[config.mk]
export PLATFORM = sky130hd
export DESIGN_NAME = vf_adc_window_converter
export DESIGN_NICKNAME = d
export VERILOG_FILES = /design/src/design/vfc_pkg.sv /design/src/design/vf_adc_window_converter.sv /design/src/design/vfc_regs.sv /design/src/design/vfc_divider.sv
export SDC_FILE = /design/constraint.sdc
export NUM_CORES = 1
export LEC_CHECK = 0
export ABC_AREA = 1
export CAP_MARGIN = 20
export CORE_MARGIN = 2
export CORE_UTILIZATION = 55
export CTS_BUF_LIST = sky130_fd_sc_hd__clkbuf_16
export DETAILED_ROUTE_END_ITERATION = 16
export DONT_BUFFER_PORTS = 1
export PLACE_DENSITY = 0.8
export REMOVE_ABC_BUFFERS = 1
export SYNTH_ARGS = -nofsm -noshare
export SYNTH_HDL_FRONTEND = slang
export SYNTH_SLANG_ARGS = --single-unit
[constraint.sdc]
create_clock -name clk -period 9.9 [get_ports clk]
set_input_delay 1.485 -clock clk [delete_from_list [all_inputs] [get_ports clk]]
set_output_delay 1.485 -clock clk [all_outputs]
set_load 0.005 [all_outputs]
[src/design/vfc_pkg.sv]
`default_nettype none

package vfc_pkg;

    // Build-time defaults for the scaling constants
    localparam int unsigned FULL_SCALE_DEF = 65535;
    localparam int unsigned SPAN_RATIO_DEF = 8;

    localparam int unsigned COUNT_W = 16;
    localparam int unsigned VALUE_W = 29;

    // APB register map: register i at byte address 4*i
    localparam int unsigned PADDR_W = 3;
    localparam logic        REG_ENABLE     = 1'b0;
    localparam logic        REG_MAX_OUTPUT = 1'b1;

    localparam logic               ENABLE_RST     = 1'b1;
    localparam logic [VALUE_W-1:0] MAX_OUTPUT_RST = VALUE_W'(65535);

    typedef struct packed {
        logic [COUNT_W-1:0] pulse_count;
        logic [COUNT_W-1:0] window_ticks;
        logic               pin_high;
    } vfc_in_t;

    typedef struct packed {
        logic [VALUE_W-1:0] converted_value;
        logic               saturated;
    } vfc_out_t;

    typedef struct packed {
        logic               enable;
        logic [VALUE_W-1:0] max_output;
    } vfc_cfg_t;

    typedef struct packed {
        logic busy;
        logic done;
    } vfc_div_stat_t;

    typedef enum logic [1:0] {
        ST_IDLE,
        ST_MUL,
        ST_DIV,
        ST_DONE
    } vfc_state_t;

endpackage

`default_nettype wire

[src/design/vf_adc_window_converter.sv]
// Channel  | Signals                          | Transfer when
// ---------+----------------------------------+------------------------------
// src      | src_valid, src_stall, src_data   | src_valid && !src_stall
// res      | res_valid, res_stall, res_data   | res_valid && !res_stall
// cfg      | APB psel/penable/pwrite/paddr... | psel && penable && pwrite
//
// Paths: special cases (no pulses, at/below baseline, zero window) go from
// transfer through ST_DONE to the result register; the divide path goes
// through ST_MUL and ST_DIV, one quotient bit per cycle in the divider.
// src_stall is high from the transfer until the result is loaded.
// Reset: enable = 1, max_output = 65535, last_count = 0, both channels empty.
// A stalled result holds; the next item is taken while it waits.
`default_nettype none

module vf_adc_window_converter #(
    parameter int unsigned FULL_SCALE = vfc_pkg::FULL_SCALE_DEF,
    parameter int unsigned SPAN_RATIO = vfc_pkg::SPAN_RATIO_DEF
) (
    input  wire logic                        clk,
    input  wire logic                        rst_n,
    // input items
    input  wire logic                        src_valid,
    output logic                             src_stall,
    input  wire vfc_pkg::vfc_in_t            src_data,
    // results
    output logic                             res_valid,
    input  wire logic                        res_stall,
    output vfc_pkg::vfc_out_t                res_data,
    // configuration
    input  wire logic                        psel,
    input  wire logic                        penable,
    input  wire logic                        pwrite,
    input  wire logic [vfc_pkg::PADDR_W-1:0] paddr,
    input  wire logic [31:0]                 pwdata,
    output logic      [31:0]                 prdata,
    output logic                             pready
);
    import vfc_pkg::*;

    // numerator (diff - win) * FULL_SCALE, denominator win * SPAN_RATIO
    localparam int unsigned NUM_W = COUNT_W + $clog2(FULL_SCALE + 1);
    localparam int unsigned DEN_W = COUNT_W + $clog2(SPAN_RATIO + 1);
    localparam int unsigned CMP_W = (NUM_W > VALUE_W) ? NUM_W : VALUE_W;
    localparam logic [NUM_W-1:0] FS_K   = NUM_W'(FULL_SCALE);
    localparam logic [DEN_W-1:0] SPAN_K = DEN_W'(SPAN_RATIO);

    vfc_cfg_t      cfg;
    vfc_div_stat_t div_stat;
    logic          div_start;
    logic [NUM_W-1:0] div_num;
    logic [DEN_W-1:0] div_den;
    logic [NUM_W-1:0] div_quo;

    vfc_state_t         state_reg, state_next;
    logic [COUNT_W-1:0] last_count_reg, last_count_next;
    logic [COUNT_W-1:0] diff_reg, diff_next;
    logic [COUNT_W-1:0] win_reg, win_next;
    logic [NUM_W-1:0]   raw_reg, raw_next;
    logic               force_sat_reg, force_sat_next;
    logic               res_valid_reg, res_valid_next;
    vfc_out_t           res_data_reg, res_data_next;

    logic               src_xfer;
    logic [COUNT_W-1:0] diff_in;
    logic               over;

    vfc_regs u_regs (
        .clk     (clk),
        .rst_n   (rst_n),
        .psel    (psel),
        .penable (penable),
        .pwrite  (pwrite),
        .paddr   (paddr),
        .pwdata  (pwdata),
        .prdata  (prdata),
        .pready  (pready),
        .cfg     (cfg)
    );

    vfc_divider #(
        .NUM_W (NUM_W),
        .DEN_W (DEN_W)
    ) u_div (
        .clk         (clk),
        .rst_n       (rst_n),
        .start       (div_start),
        .numerator   (div_num),
        .denominator (div_den),
        .quotient    (div_quo),
        .stat        (div_stat)
    );

    assign src_stall = (state_reg != ST_IDLE);
    assign src_xfer  = src_valid && !src_stall;
    assign diff_in   = src_data.pulse_count - last_count_reg;

    // one multiply per operand, registered inside the divider on start
    assign div_num = NUM_W'(diff_reg - win_reg) * FS_K;
    assign div_den = DEN_W'(win_reg) * SPAN_K;

    assign over = force_sat_reg ||
                  (CMP_W'(raw_reg) > CMP_W'(cfg.max_output));

    always_ff @(posedge clk or negedge rst_n)
    begin
        if (!rst_n)
        begin
            state_reg      <= ST_IDLE;
            last_count_reg <= '0;
            res_valid_reg  <= 1'b0;
        end
        else
        begin
            state_reg      <= state_next;
            last_count_reg <= last_count_next;
            res_valid_reg  <= res_valid_next;
        end
    end

    always_ff @(posedge clk)
    begin
        diff_reg      <= diff_next;
        win_reg       <= win_next;
        raw_reg       <= raw_next;
        force_sat_reg <= force_sat_next;
        res_data_reg  <= res_data_next;
    end

    always_comb
    begin
        state_next      = state_reg;
        last_count_next = last_count_reg;
        diff_next       = diff_reg;
        win_next        = win_reg;
        raw_next        = raw_reg;
        force_sat_next  = force_sat_reg;
        res_data_next   = res_data_reg;
        res_valid_next  = res_valid_reg && res_stall;
        div_start       = 1'b0;

        unique case (state_reg)
            ST_IDLE:
            begin
                // disabled: item is dropped, last_count untouched
                if (src_xfer && cfg.enable)
                begin
                    last_count_next = src_data.pulse_count;
                    diff_next       = diff_in;
                    win_next        = src_data.window_ticks;
                    force_sat_next  = 1'b0;
                    raw_next        = '0;
                    state_next      = ST_DONE;
                    priority if (diff_in == '0)
                    begin
                        // no pulses: pin level picks full scale or zero
                        raw_next = src_data.pin_high ? FS_K : '0;
                    end
                    else if (diff_in <= src_data.window_ticks)
                    begin
                        raw_next = '0;
                    end
                    else if (src_data.window_ticks == '0)
                    begin
                        // zero-length window always clamps
                        force_sat_next = 1'b1;
                    end
                    else
                    begin
                        state_next = ST_MUL;
                    end
                end
            end
            ST_MUL:
            begin
                div_start  = 1'b1;
                state_next = ST_DIV;
            end
            ST_DIV:
            begin
                if (div_stat.done)
                begin
                    raw_next   = div_quo;
                    state_next = ST_DONE;
                end
            end
            ST_DONE:
            begin
                if (!res_valid_reg || !res_stall)
                begin
                    res_valid_next                = 1'b1;
                    res_data_next.saturated       = over;
                    res_data_next.converted_value = over ? cfg.max_output
                                                         : VALUE_W'(raw_reg);
                    state_next                    = ST_IDLE;
                end
            end
            default:
            begin
                state_next = ST_IDLE;
            end
        endcase
    end

    assign res_valid = res_valid_reg;
    assign res_data  = res_data_reg;

    // divider only finishes while the sequencer waits on it
    a_div_done_in_div: assert property (@(posedge clk) disable iff (!rst_n)
        div_stat.done |-> state_reg == ST_DIV)
        else $error("divider done outside divide state");

    // waiting on the divider implies it is running
    a_div_busy: assert property (@(posedge clk) disable iff (!rst_n)
        state_reg == ST_DIV |-> div_stat.busy)
        else $error("divide state with idle divider");

    // an enabled transfer always starts work
    a_enabled_item_starts: assert property (@(posedge clk) disable iff (!rst_n)
        (src_xfer && cfg.enable) |=> state_reg != ST_IDLE)
        else $error("enabled item did not start");

    // a fresh result is loaded only from the final state
    a_load_from_done: assert property (@(posedge clk) disable iff (!rst_n)
        (res_valid && !$past(res_valid)) |-> $past(state_reg) == ST_DONE)
        else $error("result loaded outside done state");

endmodule

`default_nettype wire

[src/design/vfc_regs.sv]
`default_nettype none

module vfc_regs (
    input  wire logic                        clk,
    input  wire logic                        rst_n,
    input  wire logic                        psel,
    input  wire logic                        penable,
    input  wire logic                        pwrite,
    input  wire logic [vfc_pkg::PADDR_W-1:0] paddr,
    input  wire logic [31:0]                 pwdata,
    output logic      [31:0]                 prdata,
    output logic                             pready,
    output vfc_pkg::vfc_cfg_t                cfg
);
    import vfc_pkg::*;

    logic               enable_reg;
    logic [VALUE_W-1:0] max_output_reg;
    logic               wr_en;
    logic               reg_sel;

    assign pready  = 1'b1;
    assign reg_sel = paddr[2];
    assign wr_en   = psel && penable && pwrite;

    always_ff @(posedge clk or negedge rst_n)
    begin
        if (!rst_n)
        begin
            enable_reg     <= ENABLE_RST;
            max_output_reg <= MAX_OUTPUT_RST;
        end
        else if (wr_en)
        begin
            unique case (reg_sel)
                REG_ENABLE:     enable_reg     <= pwdata[0];
                REG_MAX_OUTPUT: max_output_reg <= pwdata[VALUE_W-1:0];
                default:        ;
            endcase
        end
    end

    always_comb
    begin
        unique case (reg_sel)
            REG_ENABLE:     prdata = {31'd0, enable_reg};
            REG_MAX_OUTPUT: prdata = {{(32-VALUE_W){1'b0}}, max_output_reg};
            default:        prdata = '0;
        endcase
    end

    assign cfg.enable     = enable_reg;
    assign cfg.max_output = max_output_reg;

endmodule

`default_nettype wire

[src/design/vfc_divider.sv]
`default_nettype none

// Restoring divider, one quotient bit per cycle through one shared
// compare/subtract.
module vfc_divider #(
    parameter int unsigned NUM_W = 32,
    parameter int unsigned DEN_W = 20
) (
    input  wire logic             clk,
    input  wire logic             rst_n,
    input  wire logic             start,
    input  wire logic [NUM_W-1:0] numerator,
    input  wire logic [DEN_W-1:0] denominator,
    output logic      [NUM_W-1:0] quotient,
    output vfc_pkg::vfc_div_stat_t stat
);
    import vfc_pkg::*;

    localparam int unsigned CNT_W = $clog2(NUM_W + 1);

    logic             busy_reg, busy_next;
    logic [CNT_W-1:0] cnt_reg, cnt_next;
    logic [NUM_W-1:0] quo_reg, quo_next;
    logic [DEN_W-1:0] rem_reg, rem_next;
    logic [DEN_W-1:0] den_reg, den_next;
    logic [DEN_W:0]   trial;
    logic [DEN_W:0]   diff;
    logic             fits;
    logic             done;

    always_ff @(posedge clk or negedge rst_n)
    begin
        if (!rst_n)
        begin
            busy_reg <= 1'b0;
            cnt_reg  <= '0;
        end
        else
        begin
            busy_reg <= busy_next;
            cnt_reg  <= cnt_next;
        end
    end

    always_ff @(posedge clk)
    begin
        quo_reg <= quo_next;
        rem_reg <= rem_next;
        den_reg <= den_next;
    end

    always_comb
    begin
        trial     = {rem_reg, quo_reg[NUM_W-1]};
        diff      = trial - {1'b0, den_reg};
        fits      = (trial >= {1'b0, den_reg});
        busy_next = busy_reg;
        cnt_next  = cnt_reg;
        quo_next  = quo_reg;
        rem_next  = rem_reg;
        den_next  = den_reg;
        done      = 1'b0;

        if (start)
        begin
            busy_next = 1'b1;
            cnt_next  = CNT_W'(NUM_W);
            quo_next  = numerator;
            rem_next  = '0;
            den_next  = denominator;
        end
        else if (busy_reg)
        begin
            if (cnt_reg == '0)
            begin
                done      = 1'b1;
                busy_next = 1'b0;
            end
            else
            begin
                cnt_next = cnt_reg - CNT_W'(1);
                quo_next = {quo_reg[NUM_W-2:0], fits};
                rem_next = fits ? diff[DEN_W-1:0] : trial[DEN_W-1:0];
            end
        end
    end

    assign stat.done = done;
    assign stat.busy = busy_reg;
    assign quotient  = quo_reg;

endmodule

`default_nettype wire

Word level (Yosys, flattened, before mapping)
Cells that the tools add are included.
{"block": "word_totals", "register_bits": 219, "input_bits": 75}
{"block": "op_classes", "add_sub_neg": 4, "mul": 1, "order_cmp": 3, "eq_ne": 7, "n_mux": 31, "n_bitwise": 2, "n_reduce_logical": 26}
{"operator": "2-to-1 mux 32 bit", "count": 5}
{"operator": "case mux 32 bit (2 select lines)", "count": 2}
{"operator": "greater-than comparator 32 x 29 -> 1 bit", "count": 1}
{"operator": "zero test 16 bit", "count": 2}
{"operator": "multiplier 17 x 17 -> 32 bit (second input constant)", "count": 1}
{"operator": "2-to-1 mux 16 bit", "count": 2}
{"operator": "2-to-1 mux 29 bit", "count": 1}
{"operator": "greater-or-equal comparator 21 x 19 -> 1 bit", "count": 1}
{"operator": "2-to-1 mux 20 bit", "count": 1}
{"operator": "subtractor 20 x 19 -> 20 bit", "count": 1}
{"operator": "2-to-1 mux 6 bit", "count": 3}
{"operator": "subtractor 16 x 16 -> 17 bit", "count": 1}
{"operator": "less-or-equal comparator 16 bit", "count": 1}
{"operator": "subtractor 16 bit", "count": 1}
{"operator": "2-to-1 mux 2 bit", "count": 6}
{"operator": "AND reduction 2 bit", "count": 6}
{"operator": "2-to-1 mux 1 bit", "count": 10}
{"operator": "case mux 2 bit (4 select lines)", "count": 1}
{"operator": "zero test 6 bit", "count": 1}
{"operator": "inequality test 2 bit (second input constant)", "count": 3}
{"operator": "AND reduction 3 bit", "count": 2}
{"operator": "nonzero test 2 bit", "count": 3}
{"operator": "subtractor 6 x 1 -> 6 bit (second input constant)", "count": 1}
{"operator": "logical AND 1 bit", "count": 5}
{"operator": "8 further kinds", "count": 13}

Longest topological paths before layout
{"block": "logic_depth", "depth_word": 6, "mapped_depth": 41, "ltp_nobuf": 41}

By module
From an unflattened synthesis, not the netlist that was laid out.
{"block": "unflattened", "cells_unflattened": 2666, "area_unflattened_um2": 21446.8}
{"module": "vf_adc_window_converter", "n_inst": 1, "cells_per_inst": 1834, "area_each_um2": 15097.0}
{"module": "vfc_divider", "n_inst": 1, "cells_per_inst": 627, "area_each_um2": 4827.1}
{"module": "vfc_regs", "n_inst": 1, "cells_per_inst": 205, "area_each_um2": 1522.7}

Least setup slack after synthesis
Ideal clock, no wire load.
{"block": "synth_timing", "kind": "register to register", "from": "register win_reg[0]", "to": "register u_div.quo_reg[28], in the netlist u_div.quotient[28] (data pin)", "arrival_ns": 6.777, "setup_slack_ns": 2.971, "path_stages_with_launch": 32, "synth_period_minus_slack_ns": 6.929, "cell_sequence": "edfxtp_1 ha_1 fa_1 inv_1 nand3_1 nand2_1 nand2_1 nand2_4 nand2_1 nand2_2 inv_2 ha_1 xor2_1 inv_1 fa_1 inv_1 fa_1 fa_1 fa_1 inv_1 fa_1 inv_1 ha_1 nand2_1 nor2_1 inv_1 nor3_1 nand3_1 nand3_1 a21oi_1 or2_2 a31oi_1"}
{"block": "synth_via", "elab_chain_len": 3}
{"item": "start: declaration", "line": "vf_adc_window_converter.sv:57", "text": "logic [COUNT_W-1:0] win_reg, win_next;"}
{"item": "start signal: assignment", "line": "vf_adc_window_converter.sv:123", "text": "win_reg <= win_next;"}
{"item": "subtractor 16 x 16 -> 17 bit", "line": "vf_adc_window_converter.sv:98", "text": "assign div_num = NUM_W'(diff_reg - win_reg) * FS_K;"}
{"item": "multiplier 17 x 17 -> 32 bit", "line": "vf_adc_window_converter.sv:98"}
{"item": "2-to-1 mux 32 bit", "line": "vfc_divider.sv:64", "text": "if (start)"}
{"item": "via u_div.quo_next[28]", "line": "vfc_divider.sv:23", "text": "logic [NUM_W-1:0] quo_reg, quo_next;"}
{"item": "end signal: assignment", "line": "vfc_divider.sv:47", "text": "quo_reg <= quo_next;"}
{"item": "end: declaration", "line": "vfc_divider.sv:23"}
The timed path passes the listed nets, and every way through them passes these cells.
A chain may end at the register's enable or synchronous reset.

Worst setup path in the final report
{"block": "layout_timing", "from": "register win_reg[10]", "to": "register u_div.quo_reg[31], in the netlist u_div.quotient[31] (data pin)"}
Same word-level chain as after synthesis.

==> flow_summary.json <==
{
  "coreArea_mm2": 0.03540,
  "path_delay_family": "adder cells",
  "dpl.hpwl_um": 35340,
  "synth_cell_types": 50,
  "track_usage": 0.2385,
  "maxSlewViolCount": 0,
  "grt_pass1_vias": 15096,
  "final_cell_mix": "nand2_1 (526), inv_1 (501), ha_1 (195)",
  "synth.cell_area_mm2": 0.01971,
  "grt_max_degree": 64,
  "hp-start": "win_reg[2]",
  "dr.pass1.iters": 8,
  "fin_crit_ns": 8.117,
  "cts_htree_levels": 1,
  "synth_warnings": 0,
  "async_reset_ff_frac": 0.2557,
  "grt_pass1_wl_um": 73420,
  "clk_path_buf_depth": 3,
  "tns_ns": 0,
  "clk_pin_slew_ns": 0.06,
  "synth-main-ff-cell": "edfxtp_1",
  "wl_per_cell_um": 15.56,
  "end_kind": "flop",
  "finalSetupViolCount": 0,
  "rows": 69,
  "area_growth_pct": 6.679,
  "layout_commonest_cell": "nand2_1",
  "synth_edf_count": 143,
  "finalCritPeriodShare": 0.8199,
  "nets": 2752,
  "gr-total-overflow": 0,
  "worst_setup_path_start_kind": "flop",
  "fin_util": 0.5940,
  "postCtsSetupBuffers": 0,
  "hold_path.class": "flop to flop",
  "drc": 0,
  "crit_fanout": 17,
  "r2r-start": "win_reg[10]",
  "worstPathRequired_ns": 10.19,
  "die_h_um": 193.3,
  "numCtsBuffers": 25,
  "vias": 14922,
  "status": "complete, no violations",
  "start_util": 0.5568,
  "rsz0062_at_grt": "false",
  "crit_arrival_ns": 8.41,
  "wl_um": 43760,
  "drt_iter0_drc": 895,
  "antenna_found_initial": 0,
  "synth_area_per_cell_um2": 8.418,
  "gp_congestion": 0.9052,
  "crit_start": "win_reg[10]",
  "setup.worst_path.class": "flop to flop",
  "crit_slowest_cell": "nor4_1",
  "diodes": 0,
  "io-pin-count": 140,
  "cts.sinks": 219,
  "die_x_um": 193.3,
  "relSlewSlack": 0.3321,
  "cts_hold_buf": 0,
  "dieArea_mm2": 0.03736,
  "cts_tree": "done",
  "cts_resized": 0,
  "fmax_mhz": 123.2,
  "drv_cap": 0,
  "hold_violations": 0,
  "layout-drive-gt1-share": 0.05189,
  "clock_latency_ns": 0.54,
  "cpPeakStageDelay_ns": 0.78,
  "fin_worst_skew_ns": 0.02012,
  "io_buffer_count": 0,
  "drtAntennaViolNets": 0,
  "cts-root-buf": "clkbuf_16",
  "viasPerCell": 5.307,
  "ys_seq_elements": 219,
  "yosysSeqAreaShare": 0.3104,
  "timing_worst_slew_pin_value_ns": 0.9996,
  "syn_inst": 2341,
  "path_buf_inv": 7
}
## routing by layer
| metal | part of all wire | global-route usage |
|---|---|---|
| met5 | 0 | 0 |
| met4 | 0.023 | 0.06107 |
| met3 | 0.059 | 0.04045 |
| met2 | 0.49 | 0.4177 |
| met1 | 0.43 | 0.3073 |
## worst paths after layout
check	end	slack (ns)	cells past startpoint
worst max-delay path	u_div.quotient[31]	1.78	28
max in group asynchronous	u_regs.max_output_reg[15]	8.97	0
worst max register to register	u_div.quotient[31]	1.78	28
worst min-delay path	u_div.den_reg[5]	0.44	0
worst min register to register	u_div.den_reg[5]	0.44	0
min in group asynchronous	last_count_reg[9]	0.66	0
## synth_stat cells, types with 10 or more instances
cell / n / area share
nand3_1: 107 / 0.027
nand2_1: 527 / 0.10
or2_2: 13 / 0.0041
nand4_1: 21 / 0.0067
nor2_1: 111 / 0.021
dfstp_2: 17 / 0.023
nor3_1: 13 / 0.0033
dfxtp_1: 20 / 0.020
ha_1: 195 / 0.12
xor2_1: 51 / 0.023
nand2_2: 10 / 0.0032
a31oi_1: 11 / 0.0035
dfrtp_1: 39 / 0.050
o21bai_1: 19 / 0.0072
o21ai_0: 106 / 0.027
o211ai_1: 10 / 0.0038
a21oi_1: 137 / 0.035
clkbuf_1: 35 / 0.0067
fa_1: 150 / 0.15
inv_1: 495 / 0.094
xnor2_1: 21 / 0.0093
edfxtp_1: 143 / 0.22
## metrics by stage
step / setup WS (ns) / hold slack, ns / cell area [µm²] / cells
2_1_floorplan: 2.962 / 0.4264 / 19520 / 2295
3_3_place_gp: 1.906 / 0.4364 / 20170 / 2763
3_5_place_dp: 1.828 / 0.4354 / 20170 / 2763
4_1_cts: 1.828 / 0.4432 / 20950 / 2809
5_1_grt: 1.274 / 0.4476 / 21020 / 2812
6_report: 1.783 / 0.4431 / 21020 / 2812
## final cells by class
class                           instances  area, µm²
Clock buffer                           26      650.6
Clock inverter                         20      130.1
Fill cell                            3046      14370
Inverter                              506       1899
Multi-Input combinational cell       1570      11520
Sequential cell                       219       6117
Tap cell                              461      576.8
Timing Repair Buffer                   10      125.1
## logic make-up (layout without fill, tap and decap cells)
group,count (synthesis),after routing,synth area share
buf+inv,554,562,0.1065
simple gates,824,824,0.1757
fa+ha+maj,345,345,0.2762
flops,219,219,0.3104
other cells,2,4,0.0003811
xor+xnor,82,82,0.04139
compound gates,315,315,0.08952
Power is left out: the tool's default activity adds up to more than one toggle a clock period on the data nets, which glitch-free logic cannot reach.
